$ cat config.mk
export PLATFORM = sky130hd
export DESIGN_NAME = thread_table_scheduler_core
export DESIGN_NICKNAME = d
export VERILOG_FILES = /design/src/rtl/tts_pkg.sv /design/src/rtl/tts_table.sv /design/src/rtl/thread_table_scheduler_core.sv
export SDC_FILE = /design/constraint.sdc
export NUM_CORES = 1
export LEC_CHECK = 0
export BUFFER_PORTS_ARGS = -buffer_cell sky130_fd_sc_hd__buf_2
export CORE_ASPECT_RATIO = 0.9
export CORE_UTILIZATION = 45
export CTS_CLUSTER_SIZE = 24
export DETAILED_ROUTE_END_ITERATION = 8
export GPL_TIMING_DRIVEN = 0
export PLACE_DENSITY = 0.58
export SYNTH_ARGS = -nofsm -noshare
export SYNTH_HDL_FRONTEND = slang
export SYNTH_HIERARCHICAL = 1
export SYNTH_SLANG_ARGS = --single-unit
$ cat constraint.sdc
create_clock -name clk -period 11.1 [get_ports clk]
set_input_delay 0 -clock clk [delete_from_list [all_inputs] [get_ports clk]]
set_output_delay 0 -clock clk [all_outputs]
set_load 0.02 [all_outputs]
$ cat src/rtl/tts_pkg.sv
// ----------------------------------------------------------------------------
// tts_pkg
// Shared types and codes for the thread table scheduler: slot states, item
// kinds, scheduling modes, status codes and the table write command.
// ----------------------------------------------------------------------------
`default_nettype none

package tts_pkg;

	// Field widths
	localparam int KIND_W   = 2;
	localparam int PRIO_W   = 8;
	localparam int STAMP_W  = 32;
	localparam int MODE_W   = 2;
	localparam int STATUS_W = 2;
	localparam int TID_W    = 4;

	// Slot state codes
	typedef enum logic [1:0] {
		SLOT_FREE  = 2'd0,
		SLOT_RUN   = 2'd1,
		SLOT_YIELD = 2'd2
	} slot_st_t;

	// Item kinds
	localparam logic [KIND_W-1:0] KIND_CREATE = 2'd0;
	localparam logic [KIND_W-1:0] KIND_YIELD  = 2'd1;
	localparam logic [KIND_W-1:0] KIND_SCHED  = 2'd2;

	// Scheduling modes
	localparam logic [MODE_W-1:0] MODE_RR    = 2'd0;
	localparam logic [MODE_W-1:0] MODE_PRIO  = 2'd1;
	localparam logic [MODE_W-1:0] MODE_STAMP = 2'd2;

	// Result status codes
	localparam logic [STATUS_W-1:0] STATUS_OK      = 2'd0;
	localparam logic [STATUS_W-1:0] STATUS_NO_FREE = 2'd1;
	localparam logic [STATUS_W-1:0] STATUS_NO_RUN  = 2'd2;

	localparam logic [STAMP_W-1:0] STAMP_MAX = 32'hFFFF_FFFF;

	// Write command into the slot table (address travels separately)
	typedef struct packed {
		logic               st_we;
		slot_st_t           st;
		logic               key_we;
		logic [PRIO_W-1:0]  prio;
		logic [STAMP_W-1:0] stamp;
	} tts_wr_t;

endpackage

`default_nettype wire

$ cat src/rtl/tts_table.sv
// ----------------------------------------------------------------------------
// tts_table
// Slot table: per-slot state in resettable flops, priority and creation
// stamp in memories. One write port and one registered read port.
// ----------------------------------------------------------------------------
`default_nettype none

module tts_table #(
	parameter int NUM_SLOTS = 16,
	parameter int IW        = 4
) (
	input  logic                          clk,
	input  logic                          arst_n,
	input  logic [IW-1:0]                 rd_addr,
	output tts_pkg::slot_st_t             rd_st,
	output logic [tts_pkg::PRIO_W-1:0]    rd_prio,
	output logic [tts_pkg::STAMP_W-1:0]   rd_stamp,
	input  logic [IW-1:0]                 wr_addr,
	input  tts_pkg::tts_wr_t              wr
);
	import tts_pkg::*;

	slot_st_t           state_q [NUM_SLOTS];
	logic [PRIO_W-1:0]  prio_mem [NUM_SLOTS];
	logic [STAMP_W-1:0] stamp_mem [NUM_SLOTS];
	logic               key0_ok_q;
	logic               rd_zero_q;
	slot_st_t           rd_st_q;
	logic [PRIO_W-1:0]  rd_prio_q;
	logic [STAMP_W-1:0] rd_stamp_q;

	// Slot states: slot 0 runnable after reset, the rest free
	always_ff @(posedge clk or negedge arst_n) begin
		if (!arst_n) begin
			for (int i = 0; i < NUM_SLOTS; i++) begin
				state_q[i] <= (i == 0) ? SLOT_RUN : SLOT_FREE;
			end
			key0_ok_q <= 1'b0;
			rd_zero_q <= 1'b0;
		end else begin
			if (wr.st_we) begin
				state_q[wr_addr] <= wr.st;
			end
			if (wr.key_we && (wr_addr == '0)) begin
				key0_ok_q <= 1'b1;
			end
			// slot 0 keys read as zero until its first create
			rd_zero_q <= (rd_addr == '0) && !key0_ok_q;
		end
	end

	// Key memories and registered read
	always_ff @(posedge clk) begin
		if (wr.key_we) begin
			prio_mem[wr_addr]  <= wr.prio;
			stamp_mem[wr_addr] <= wr.stamp;
		end
		rd_st_q    <= state_q[rd_addr];
		rd_prio_q  <= prio_mem[rd_addr];
		rd_stamp_q <= stamp_mem[rd_addr];
	end

	assign rd_st    = rd_st_q;
	assign rd_prio  = rd_zero_q ? '0 : rd_prio_q;
	assign rd_stamp = rd_zero_q ? '0 : rd_stamp_q;

endmodule

`default_nettype wire

$ cat src/rtl/thread_table_scheduler_core.sv
// ----------------------------------------------------------------------------
// thread_table_scheduler_core
// Thread slot table with create, yield and schedule items; round robin,
// lowest priority or earliest creation scheduling.
// ----------------------------------------------------------------------------
// Each item is handled on its own: s_tready is high only while the sequencer
// is idle. Create and schedule walk the slot table one slot per cycle through
// a single read port and a single 32-bit key comparator. A full scan reads
// every slot in turn, then S_FIN hands the result to the output register once
// that register is free, and the sequencer returns to idle for the next item;
// yield first passes through S_PREP, which marks the current slot. Create and
// round robin stop at the first hit and finish sooner. Kind 3 and an unused
// mode skip the scan. A finished result sits in the output register while the
// next item can be taken.
`default_nettype none

module thread_table_scheduler_core #(
	parameter int NUM_SLOTS = 16
) (
	input  logic       clk,
	input  logic       arst_n,
	// configuration: sched_mode
	input  logic       cfg_valid,
	output logic       cfg_ready,
	input  logic [1:0] cfg_data,
	// input items
	input  logic       s_tvalid,
	output logic       s_tready,
	input  logic [7:0] s_tdata,   // [7:0] new_priority
	input  logic [1:0] s_tuser,   // [1:0] kind
	// result items
	output logic       m_tvalid,
	input  logic       m_tready,
	output logic [7:0] m_tdata,   // [3:0] thread_id, [7:4] zero
	output logic [1:0] m_tuser    // [1:0] status
);
	import tts_pkg::*;

	localparam int IW = $clog2(NUM_SLOTS);
	localparam int CW = $clog2(NUM_SLOTS + 1);
	localparam int EW = (IW > TID_W) ? IW : TID_W;
	localparam logic [IW-1:0] LAST_IDX = IW'(NUM_SLOTS - 1);

	typedef enum logic [1:0] {
		S_IDLE,
		S_PREP,
		S_SCAN,
		S_FIN
	} seq_t;

	seq_t                 seq_q;
	logic [MODE_W-1:0]    mode_q;
	logic [KIND_W-1:0]    kind_q;
	logic [PRIO_W-1:0]    prio_q;
	logic [IW-1:0]        cur_q;
	logic [STAMP_W-1:0]   stamp_q;
	logic [IW-1:0]        addr_q;
	logic [CW-1:0]        cnt_q;
	logic                 pv_s1;
	logic                 plast_s1;
	logic [IW-1:0]        pidx_s1;
	logic                 found_q;
	logic [IW-1:0]        best_q;
	logic [STAMP_W-1:0]   best_key_q;
	logic [STATUS_W-1:0]  res_status_q;
	logic [TID_W-1:0]     res_tid_q;
	logic                 m_tvalid_q;
	logic [STATUS_W-1:0]  m_status_q;
	logic [TID_W-1:0]     m_tid_q;

	slot_st_t             rd_st;
	logic [PRIO_W-1:0]    rd_prio;
	logic [STAMP_W-1:0]   rd_stamp;
	tts_wr_t              wr;
	logic [IW-1:0]        wr_addr;

	logic                 mode_ok;
	logic [IW-1:0]        cur_next;
	logic [IW-1:0]        scan_start;
	logic [STAMP_W-1:0]   key;
	logic                 better;
	logic                 found_nx;
	logic [IW-1:0]        best_nx;
	logic [EW-1:0]        pidx_ext;
	logic [EW-1:0]        cur_ext;
	logic [EW-1:0]        best_ext;

	assign cfg_ready = 1'b1;
	assign s_tready  = (seq_q == S_IDLE);
	assign m_tvalid  = m_tvalid_q;
	assign m_tdata   = {{(8 - TID_W){1'b0}}, m_tid_q};
	assign m_tuser   = m_status_q;

	tts_table #(
		.NUM_SLOTS (NUM_SLOTS),
		.IW        (IW)
	) u_table (
		.clk      (clk),
		.arst_n   (arst_n),
		.rd_addr  (addr_q),
		.rd_st    (rd_st),
		.rd_prio  (rd_prio),
		.rd_stamp (rd_stamp),
		.wr_addr  (wr_addr),
		.wr       (wr)
	);

	// Scan helpers and the shared key comparator
	always_comb begin
		mode_ok    = (mode_q == MODE_RR) || (mode_q == MODE_PRIO) || (mode_q == MODE_STAMP);
		cur_next   = (cur_q == LAST_IDX) ? '0 : cur_q + 1'b1;
		scan_start = ((kind_q != KIND_CREATE) && (mode_q == MODE_RR)) ? cur_next : '0;
		key        = (mode_q == MODE_PRIO) ? {{(STAMP_W - PRIO_W){1'b0}}, rd_prio} : rd_stamp;
		better     = !found_q || (key < best_key_q);
		found_nx   = found_q;
		best_nx    = best_q;
		if (pv_s1 && (rd_st == SLOT_RUN) && better) begin
			found_nx = 1'b1;
			best_nx  = pidx_s1;
		end
		pidx_ext = EW'(pidx_s1);
		cur_ext  = EW'(cur_q);
		best_ext = EW'(best_nx);
	end

	// Table write command
	always_comb begin
		wr        = '0;
		wr.st     = SLOT_RUN;
		wr.prio   = prio_q;
		wr.stamp  = stamp_q;
		wr_addr   = pidx_s1;
		if (seq_q == S_PREP) begin
			wr.st_we = 1'b1;
			wr.st    = SLOT_YIELD;
			wr_addr  = cur_q;
		end else if ((seq_q == S_SCAN) && pv_s1) begin
			if (kind_q == KIND_CREATE) begin
				if (rd_st == SLOT_FREE) begin
					wr.st_we  = 1'b1;
					wr.key_we = 1'b1;
				end
			end else if (rd_st == SLOT_YIELD) begin
				// yielded slot met by the scan returns to runnable
				wr.st_we = 1'b1;
			end
		end
	end

	// Sequencer
	always_ff @(posedge clk or negedge arst_n) begin
		if (!arst_n) begin
			seq_q        <= S_IDLE;
			mode_q       <= MODE_RR;
			kind_q       <= KIND_CREATE;
			prio_q       <= '0;
			cur_q        <= '0;
			stamp_q      <= STAMP_W'(1);
			addr_q       <= '0;
			cnt_q        <= '0;
			pv_s1        <= 1'b0;
			plast_s1     <= 1'b0;
			pidx_s1      <= '0;
			found_q      <= 1'b0;
			best_q       <= '0;
			best_key_q   <= '0;
			res_status_q <= STATUS_OK;
			res_tid_q    <= '0;
			m_tvalid_q   <= 1'b0;
			m_status_q   <= STATUS_OK;
			m_tid_q      <= '0;
		end else begin
			if (cfg_valid) begin
				mode_q <= cfg_data;
			end
			// output register: load from S_FIN, clear on transfer
			if ((seq_q == S_FIN) && (!m_tvalid_q || m_tready)) begin
				m_tvalid_q <= 1'b1;
			end else if (m_tready) begin
				m_tvalid_q <= 1'b0;
			end

			unique case (seq_q)
				S_IDLE: begin
					if (s_tvalid) begin
						kind_q <= s_tuser;
						prio_q <= s_tdata;
						case (s_tuser)
							KIND_CREATE: begin
								addr_q  <= '0;
								cnt_q   <= '0;
								pv_s1   <= 1'b0;
								found_q <= 1'b0;
								seq_q   <= S_SCAN;
							end
							KIND_YIELD: begin
								seq_q <= S_PREP;
							end
							KIND_SCHED: begin
								if (mode_ok) begin
									addr_q  <= (mode_q == MODE_RR) ? cur_next : '0;
									cnt_q   <= '0;
									pv_s1   <= 1'b0;
									found_q <= 1'b0;
									seq_q   <= S_SCAN;
								end else begin
									res_status_q <= STATUS_NO_RUN;
									res_tid_q    <= '0;
									seq_q        <= S_FIN;
								end
							end
							default: begin
								res_status_q <= STATUS_OK;
								res_tid_q    <= cur_ext[TID_W-1:0];
								seq_q        <= S_FIN;
							end
						endcase
					end
				end

				// current slot is marked yielded this cycle
				S_PREP: begin
					if (mode_ok) begin
						addr_q  <= scan_start;
						cnt_q   <= '0;
						pv_s1   <= 1'b0;
						found_q <= 1'b0;
						seq_q   <= S_SCAN;
					end else begin
						res_status_q <= STATUS_NO_RUN;
						res_tid_q    <= '0;
						seq_q        <= S_FIN;
					end
				end

				S_SCAN: begin
					// issue side: one slot read per cycle
					if (cnt_q != CW'(NUM_SLOTS)) begin
						pv_s1    <= 1'b1;
						pidx_s1  <= addr_q;
						plast_s1 <= (cnt_q == CW'(NUM_SLOTS - 1));
						addr_q   <= (addr_q == LAST_IDX) ? '0 : addr_q + 1'b1;
						cnt_q    <= cnt_q + 1'b1;
					end else begin
						pv_s1 <= 1'b0;
					end

					// process side: data for the slot issued last cycle
					if (pv_s1) begin
						if (kind_q == KIND_CREATE) begin
							if (rd_st == SLOT_FREE) begin
								if (stamp_q != STAMP_MAX) begin
									stamp_q <= stamp_q + 1'b1;
								end
								res_status_q <= STATUS_OK;
								res_tid_q    <= pidx_ext[TID_W-1:0];
								seq_q        <= S_FIN;
							end else if (plast_s1) begin
								res_status_q <= STATUS_NO_FREE;
								res_tid_q    <= '0;
								seq_q        <= S_FIN;
							end
						end else if (mode_q == MODE_RR) begin
							if (rd_st == SLOT_RUN) begin
								cur_q        <= pidx_s1;
								res_status_q <= STATUS_OK;
								res_tid_q    <= pidx_ext[TID_W-1:0];
								seq_q        <= S_FIN;
							end else if (plast_s1) begin
								res_status_q <= STATUS_NO_RUN;
								res_tid_q    <= '0;
								seq_q        <= S_FIN;
							end
						end else begin
							if ((rd_st == SLOT_RUN) && better) begin
								found_q    <= 1'b1;
								best_q     <= pidx_s1;
								best_key_q <= key;
							end
							if (plast_s1) begin
								if (found_nx) begin
									cur_q        <= best_nx;
									res_status_q <= STATUS_OK;
									res_tid_q    <= best_ext[TID_W-1:0];
								end else begin
									res_status_q <= STATUS_NO_RUN;
									res_tid_q    <= '0;
								end
								seq_q <= S_FIN;
							end
						end
					end
				end

				// hand the result to the output register
				S_FIN: begin
					if (!m_tvalid_q || m_tready) begin
						m_status_q <= res_status_q;
						m_tid_q    <= res_tid_q;
						seq_q      <= S_IDLE;
					end
				end

				default: begin
					seq_q <= S_IDLE;
				end
			endcase
		end
	end

endmodule

`default_nettype wire

==> key figures, run 1 <==
Worst hold path
  • Hold Path Class: primary input to flop

Flow run
  • Max-cap check violation count: 0

Power
  • Peak supply drop: between 100 and 150 uV
  • Comb pwr share: between 10% and 20%
  • Int Pwr: about 5.8 mW
  • Pwr Total: roughly 8.0 mW
  • Net Sw Frac: 27.4%
  • Clock share of power: a little over a third
  • Leakage: 13.1 nW
  • Sequential Power Share: a little under half
  • P_sw: 2.19 mW
  • Pwr/cell area: slightly above 200 nW/um2

Setup path
  • Crit Path Max Fanout: 11
  • Max incr delay on CP: 0.76 ns
  • Startpoint Class: flop
  • Most used cell, CP: buf_6
  • CP Cell Sequence: inv_1 -> ha_1 -> buf_1 -> mux2_2 -> clkbuf_1 -> nor2_1 -> nand2_1 -> nor3_2 -> buf_6 -> buf_6 -> buf_6 -> buf_6
  • CP max-delay cell: nor3_2
  • Crit path kind: flop to flop
  • WP buf/inv: 7
  • Critical Path AT: roughly 4.7 ns
  • Data required time at the worst endpoint: between 10 and 15 ns
  • CP top delay family: buffers and inverters
  • Worst Setup End Kind: flop

Timing
  • Slew Limit Fails: 0
  • TNS Setup: 0 ns
  • Worst hold margin: roughly 0.14 ns
  • RSZ-0062 raised after global routing: no
  • Final setup violation count: 0
  • Highest clock rate: about 0.23 GHz
  • Worst setup margin: 6.74 ns
  • Slew headroom: 20.6%
  • Worst-margin pin slew: between 1 and 1.5 ns
  • Tmin final: 4.36 ns
  • Clock Skews: ~0.022 ns
  • Fin crit share: 39.3%
  • Final Hold Viols: 0

Logic synthesis
  • Primary FF master, synth: edfxtp_1
  • Register area share after synthesis: a little over two thirds
  • Area contributors post-synth: edfxtp_1 (56%), dfrtp_1 (11%), mux4_2 (8.2%)
  • Synth cell types: 73
  • Mapped Area: between 30,000 and 40,000 um2
  • Post-Syn Instances: 1,982
  • Area leader, netlist: edfxtp_1
  • Synth warnings: 6
  • #FFs+latches synth: just over 800
  • Post-synth EDFFs: 640
  • Post-synth top area share: 56.4%
  • Post-synth ARST share: between 15 and 20%
  • Syn_area_per_cell: approximately 17 um2

Clock network
  • TritonCTS Sinks: 831
  • H-tree lvl count: 3
  • Post-CTS setup buffers: 0
  • Maximum clock path buffer count: 3
  • CTS root buf: clkbuf_16
  • Inserted Clock Buffers: 86
  • CTS tree: built
  • Clock latency on the worst-skew pair: between 0.6 and 0.7 ns
  • Clock-pin slew on the worst setup and hold paths: around 0.060 ns
  • PostCTS Resize Cnt: 0

Die
  • Die ar.: 76,800 um2
  • Die width: a little under 300 um
  • Starting Density: between 40 and 50%
  • Chip height: 263 um
  • Rows: 95
  • Core area: about 75,000 um2
  • I/O Pins: 30

Placement
  • # placed instances: 3,024
  • DP Worst Slack: between 6 and 7 ns
  • Routability cong.: slightly above 0.8
  • Final HPWL DP: approximately 58 mm
  • PortBufs: 24

Routing
  • Routed Antenna Nets: 0
  • # DRC: 0
  • Drt via density: just under 6
  • Routed WL per cell: between 20 and 30 um
  • Starting DRT DRC Count: approximately 1.9k
  • Drt pass-1 iters: 9
  • Total number of vias: 18.9k
  • Final wirelength: between 80 and 90 mm

Global routing
  • Total gr overflow: 0
  • Initial antenna violation count: 3
  • Vias in the first global route: between 15k and 20k
  • Largest net degree at the start of global routing: roughly 100
  • First-pass GRT wire length: about 130 mm
  • GR Util All Layers: between 20 and 25%

Final layout
  • Antenna diodes: 0
  • Finished Layout Cells: between 3k and 4k
  • Layout cells sized above 1: between 20% and 30%
  • Layout Nets: approximately 2.2k
  • Syn-to-layout area delta: 15.4%

Status
  • Status: finished, final reports clean
cell type report:
class | instances | area [um2]
Timing Repair Buffer | 88 | 1120
Inverter | 54 | 203
Multi-Input combinational cell | 1000 | 9590
Buffer | 100 | 609
Fill cell | 5878 | 35500
Tap cell | 970 | 1210
Clock buffer | 115 | 2350
Clock inverter | 45 | 428
Sequential cell | 831 | 23800
registers in the layout, summed over array words and instances (netlist names), 2 cells and up:
name	flops
addr_q	4
best_key_q	32
best_q	4
cnt_q	5
cur_ext	4
kind_q	2
m_tid_q	4
m_tuser	2
mode_q	2
pidx_ext	4
prio_q	8
res_status_q	2
res_tid_q	4
seq_q	2
stamp_q	32
u_table/prio_mem	128
u_table/rd_prio_q	8
u_table/rd_st	2
u_table/rd_stamp_q	32
u_table/stamp_mem	512
u_table/state_q	32
cell usage in the layout, fill, tap and decap left out, types with 26 or more instances in the layout:
cell / count
o21ai_1: 43
mux2i_1: 126
nor2b_1: 52
mux2_2: 94
a21oi_1: 26
a32oi_1: 42
ha_1: 41
dfxtp_1: 42
and2_1: 30
o21ai_0: 32
nand2_1: 62
nand3_1: 26
buf_6: 36
a22oi_1: 46
mux4_2: 124
clkbuf_1: 61
dfrtp_1: 147
clkbuf_16: 88
edfxtp_1: 640
inv_1: 54
nor2_1: 45
buf_2: 44
path summary, 6_finish.rpt:
path	from	endpoint	slack, ns	cells after the start
min	s_tdata[5]	prio_q[5]	0.14	3
max reg2reg	seq_q[1]	u_table/stamp_mem[0][7]	6.74	12
max	seq_q[1]	u_table/stamp_mem[0][7]	6.74	12
max in group asynchronous	arst_n	mode_q[0]	9.98	4
min reg2reg	u_table/key0_ok_q	u_table/rd_zero_q	0.43	1
min in group asynchronous	arst_n	prio_q[3]	0.51	4
cell usage after synthesis, drive strengths merged (6+ instances only):
| master | instances |
|---|---|
| a22oi | 46 |
| xor2 | 10 |
| a32oi | 42 |
| clkbuf | 41 |
| o21ai | 75 |
| nand2b | 10 |
| dfxtp | 42 |
| nor2b | 52 |
| nor3 | 17 |
| and2 | 30 |
| and3 | 8 |
| mux2 | 99 |
| dfrtp | 147 |
| edfxtp | 640 |
| nor2 | 58 |
| o31ai | 6 |
| xnor2 | 24 |
| mux4 | 126 |
| nand3 | 26 |
| inv | 54 |
| mux2i | 126 |
| nand2 | 62 |
| buf | 59 |
| ha | 41 |
| a31oi | 7 |
| nand4 | 25 |
| a21oi | 26 |
| o221ai | 7 |
worst min-delay path: stages:
cell           delay, ns
dlygate4sd3_1       0.52
buf_2               0.09
mux2_2              0.13
power groups by stage:
stage | sequential (mW) | combinational [mW] | clock, mW
final | 3.72 | 1.42 | 2.85
after global routing | 3.74 | 1.54 | 3.02
after CTS | 3.72 | 1.42 | 2.90
after detailed placement | 3.78 | 1.41 | 0
after global placement | 3.77 | 1.37 | 0
after floorplan | 3.71 | 0.988 | 0
cells by family (layout without fill, tap and decap cells):
kind of cell	Yosys count	after routing	share of synthesized area, %
AO/OA/AOI/OAI	254	254	5.14
XOR/XNOR	34	34	0.874
adder cells (fa/ha/maj)	41	41	1.51
buffers and inverters	154	402	2.38
flip-flops	831	831	69.8
multiplexers	351	351	15.3
other	2	5	0.0220
AND/OR/NAND/NOR	315	315	4.91
routing by layer:
metal | vias up | track usage, % | wire, um
met3 | 116 | 3.44 | 5530
met2 | 625 | 35.6 | 39900
met4 | 0 | 6.51 | 2160
li1 | 8180 | - | -
met1 | 9971 | 34.1 | 39500
met5 | - | 0 | 0
stage by stage:
step	instance area (um2)	util (%)
2_1_floorplan	34100	-
3_3_place_gp	35400	47.4
3_5_place_dp	36300	48.6
4_1_cts	39300	52.6
5_1_grt	39300	52.6
6_report	39300	52.6
repair_timing:
item / in CTS / in global routing
hold buffers: 19 / 0
endpoints found under the hold margin: 164 / 0
setup endpoints to repair: 0 / 0
(Power assumes the default switching activity.)
==> run 2: changes to the inputs <==
- PLACE_DENSITY: 0.58 -> 0.6
- clock period: 11.1 -> 3.9 ns (I/O delays scaled with it)
==> run 2 against run 1 <==
Net effect:
- clock skew shrank 0.0027 ns
- highest routed layer unchanged
- largest cell class unchanged
- critical path depth shrank 4
- critical endpoint is now u_table/stamp_mem[13][24]
- register-to-register slack lost 6.6 ns
==> key figures, run 2 (synthesis results as in run 1) <==
Final layout
  • Max reg flops: 512 (unchanged)
  • Fillers: 5,904 (+0.44%)
  • Final instance area: 39,500 um2 (+0.62%)
  • Area taken by multi-input logic gates: 9610 um2 (+0.26%)
  • Most frequent cells in the layout: edfxtp_1 (640), dfrtp_1 (147), mux2i_1 (126), mux4_2 (124), mux2_2 (94)
  • Commonest non-fill, non-tap cell in the layout: edfxtp_1
  • Antenna diodes: 0 (unchanged)
  • Utilization after layout: 52.9% (+0.32 points)
  • Layout Nets: 2,230 (+0.50%)
  • Finished Layout Cells: 3,211 (+0.25%)
  • Top Registers: u_table/stamp_mem: 512 flops, u_table/prio_mem: 128 flops
  • Syn-to-layout area delta: 16.1%
  • Layout cells sized above 1: 22.7% (+0.55 points)
  • FF+latch area: 23,800 um2 (unchanged)
  • Largest Register: u_table/stamp_mem

Placement
  • Routability cong.: 0.842 (+3.5%)
  • Final HPWL DP: 57.4 mm (-0.48%)
  • # placed instances: 3,017 (-0.23%)
  • Placement Cell Area: 36,400 um2 (+0.27%)
  • PortBufs: 24 (unchanged)

Setup path
  • Worst R2R Start: seq_q[1]
  • Critical Path AT: 4.05 ns (-0.64 ns)
  • CP max-delay cell: nor2_4
  • Worst R2R Setup Slack: 0.17 ns (-6.57 ns)
  • Startpoint Class: flop
  • Crit Path Max Fanout: 13 (+2)
  • FF-to-FF path depth: 8 (-4)
  • Reg2reg end: u_table/stamp_mem[13][24]
  • Max incr delay on CP: 0.67 ns (-0.09 ns)
  • Crit path kind: flop to flop
  • Worst Setup End Kind: flop
  • CP Cell Sequence: inv_1 -> ha_1 -> buf_1 -> mux2_2 -> clkbuf_1 -> nand3_1 -> nor2_4 -> buf_12
  • Data required time at the worst endpoint: 4.22 ns (-7.21 ns)

Timing
  • Highest clock rate: 0.268 GHz (+17%)
  • Fin crit share: 95.7% (+56 points)
  • Slew Limit Fails: 0 (unchanged)
  • Tmin final: 3.73 ns (-0.632 ns)
  • Worst-margin pin slew: 1.32 ns (+0.129 ns)
  • Final setup violation count: 0 (unchanged)
  • Final Hold Viols: 0 (unchanged)
  • Worst hold margin: 0.136 ns (-0.00121 ns)
  • Clock Skews: 0.0194 ns (-0.00269 ns)
  • Slew headroom: 11.7% (-8.9 points)

Routing
  • Drt pass-1 iters: 8 (-1)
  • Drt via density: 6.01 (+1.9%)
  • # DRC: 0 (unchanged)
  • Routed Antenna Nets: 0 (unchanged)
  • Total number of vias: 19.3k (+2.1%)
  • Starting DRT DRC Count: 1,881 (-3.1%)
  • Routed WL per cell: 27.3 um (+0.47%)
  • Final wirelength: 87.6 mm (+0.72%)

Global routing
  • Largest net degree at the start of global routing: 110 (+6.8%)
  • First-pass GRT wire length: 128 mm (+0.22%)
  • Total gr overflow: 0 (unchanged)
  • Vias in the first global route: 19.0k (-0.14%)
  • Initial antenna violation count: 2 (-1)
  • GR Util All Layers: 23.0% (-0.067 points)

Clock network
  • CTS root buf: clkbuf_16
  • TritonCTS Sinks: 831 (unchanged)
  • Clock-pin slew on the worst setup and hold paths: 0.06 ns (about the same)
  • H-tree lvl count: 3 (unchanged)
  • Clock latency on the worst-skew pair: 0.64 ns (about the same)
  • Inserted Clock Buffers: 83 (-3.5%)
  • Maximum clock path buffer count: 3 (unchanged)
  • CTS tree: built

Power
  • Pwr/cell area: 572 nW/um2 (+180%)
  • Leakage: 13.1 nW (+0.48%)
  • Peak supply drop: 317 uV (+180%)

Die
  • Chip height: 263 um (unchanged)
  • Die width: 292 um (unchanged)
  • Rows: 95 (unchanged)
  • Die ar.: 76,800 um2 (unchanged)
  • Core area: 74,800 um2 (unchanged)
  • I/O Pins: 30 (unchanged)
  • Starting Density: 45.6% (unchanged)

Status
  • Status: finished, final reports clean

Flow run
  • Max-cap check violation count: 0 (unchanged)

Worst hold path
  • Hold depth: 3 (unchanged)
  • Start point of the worst hold path: s_tdata[5]
  • Worst Hold End: prio_q[5]
  • Hold Path Class: primary input to flop
run 2: critical path, delay by kind of cell, from the launching register on:
kind / cells / cell delay, ns
flip-flops: 1 / 0.40
adder cells (fa/ha/maj): 1 / 0.42
AND/OR/NAND/NOR: 2 / 1.12
buffers and inverters: 4 / 1.19
multiplexers: 1 / 0.27
run 2: layout make-up:
cell class / count / share of cell area (%)
Inverter: 54 / 0.513
Sequential cell: 831 / 60.2
Timing Repair Buffer: 103 / 3.59
Clock buffer: 115 / 5.84
Clock inverter: 39 / 0.993
Tap cell: 970 / 3.07
Buffer: 99 / 1.53
Multi-Input combinational cell: 1000 / 24.3
run 2: through the flow:
step / setup TNS, ns / power (mW) / setup slack, ns
3_3_place_gp: -1753.18 / 14.7 / -3.32
3_5_place_dp: -11.77 / 14.8 / -0.315
4_1_cts: 0 / 22.7 / 0.0257
2_1_floorplan: -32.51 / 13.4 / -0.105
6_report: 0 / 22.6 / 0.168
5_1_grt: -0.136 / 23.5 / -0.0150
run 2: worst max path at each step:
stage / start / endpoint / slack, ns / depth (start not counted)
6_report: seq_q[1] / u_table/stamp_mem[13][24] / 0.17 / 8
5_1_grt: seq_q[1] / u_table/stamp_mem[4][13] / -0.01 / 10
4_1_cts: seq_q[1] / u_table/stamp_mem[7][6] / 0.03 / 10
3_5_place_dp: mode_q[0] / best_key_q[6] / -0.31 / 12
3_3_place_gp: seq_q[1] / u_table/stamp_mem[5][5] / -3.32 / 8
2_1_floorplan: seq_q[1] / u_table/prio_mem[2][0] / -0.10 / 8
run 2: per-layer routing:
| metal | wire length [um] | track usage, % |
|---|---|---|
| met2 | 39500 | 34.9 |
| met3 | 6360 | 3.77 |
| met5 | 0 | 0 |
| met4 | 2460 | 6.49 |
| met1 | 39300 | 34.3 |
run 2: timing repair:
| action | CTS | global route |
|---|---|---|
| endpoints found under the hold margin | 168 | 0 |
| gates resized for setup | 0 | 0 |
| cloned | 0 | 0 |
| setup endpoints to repair | 113 | 193 |
| pin swaps | 5 | 9 |
| setup buffers | 6 | 16 |
| hold buffers | 19 | 0 |
run 2: where the power goes:
part / internal [mW] / total (mW) / switching [mW] / leakage (nW)
Sequential: 10.1 / 10.6 / 0.479 / 7.76
Clock: 4.56 / 7.93 / 3.37 / 1.32
Combinational: 1.68 / 4.09 / 2.41 / 4.04
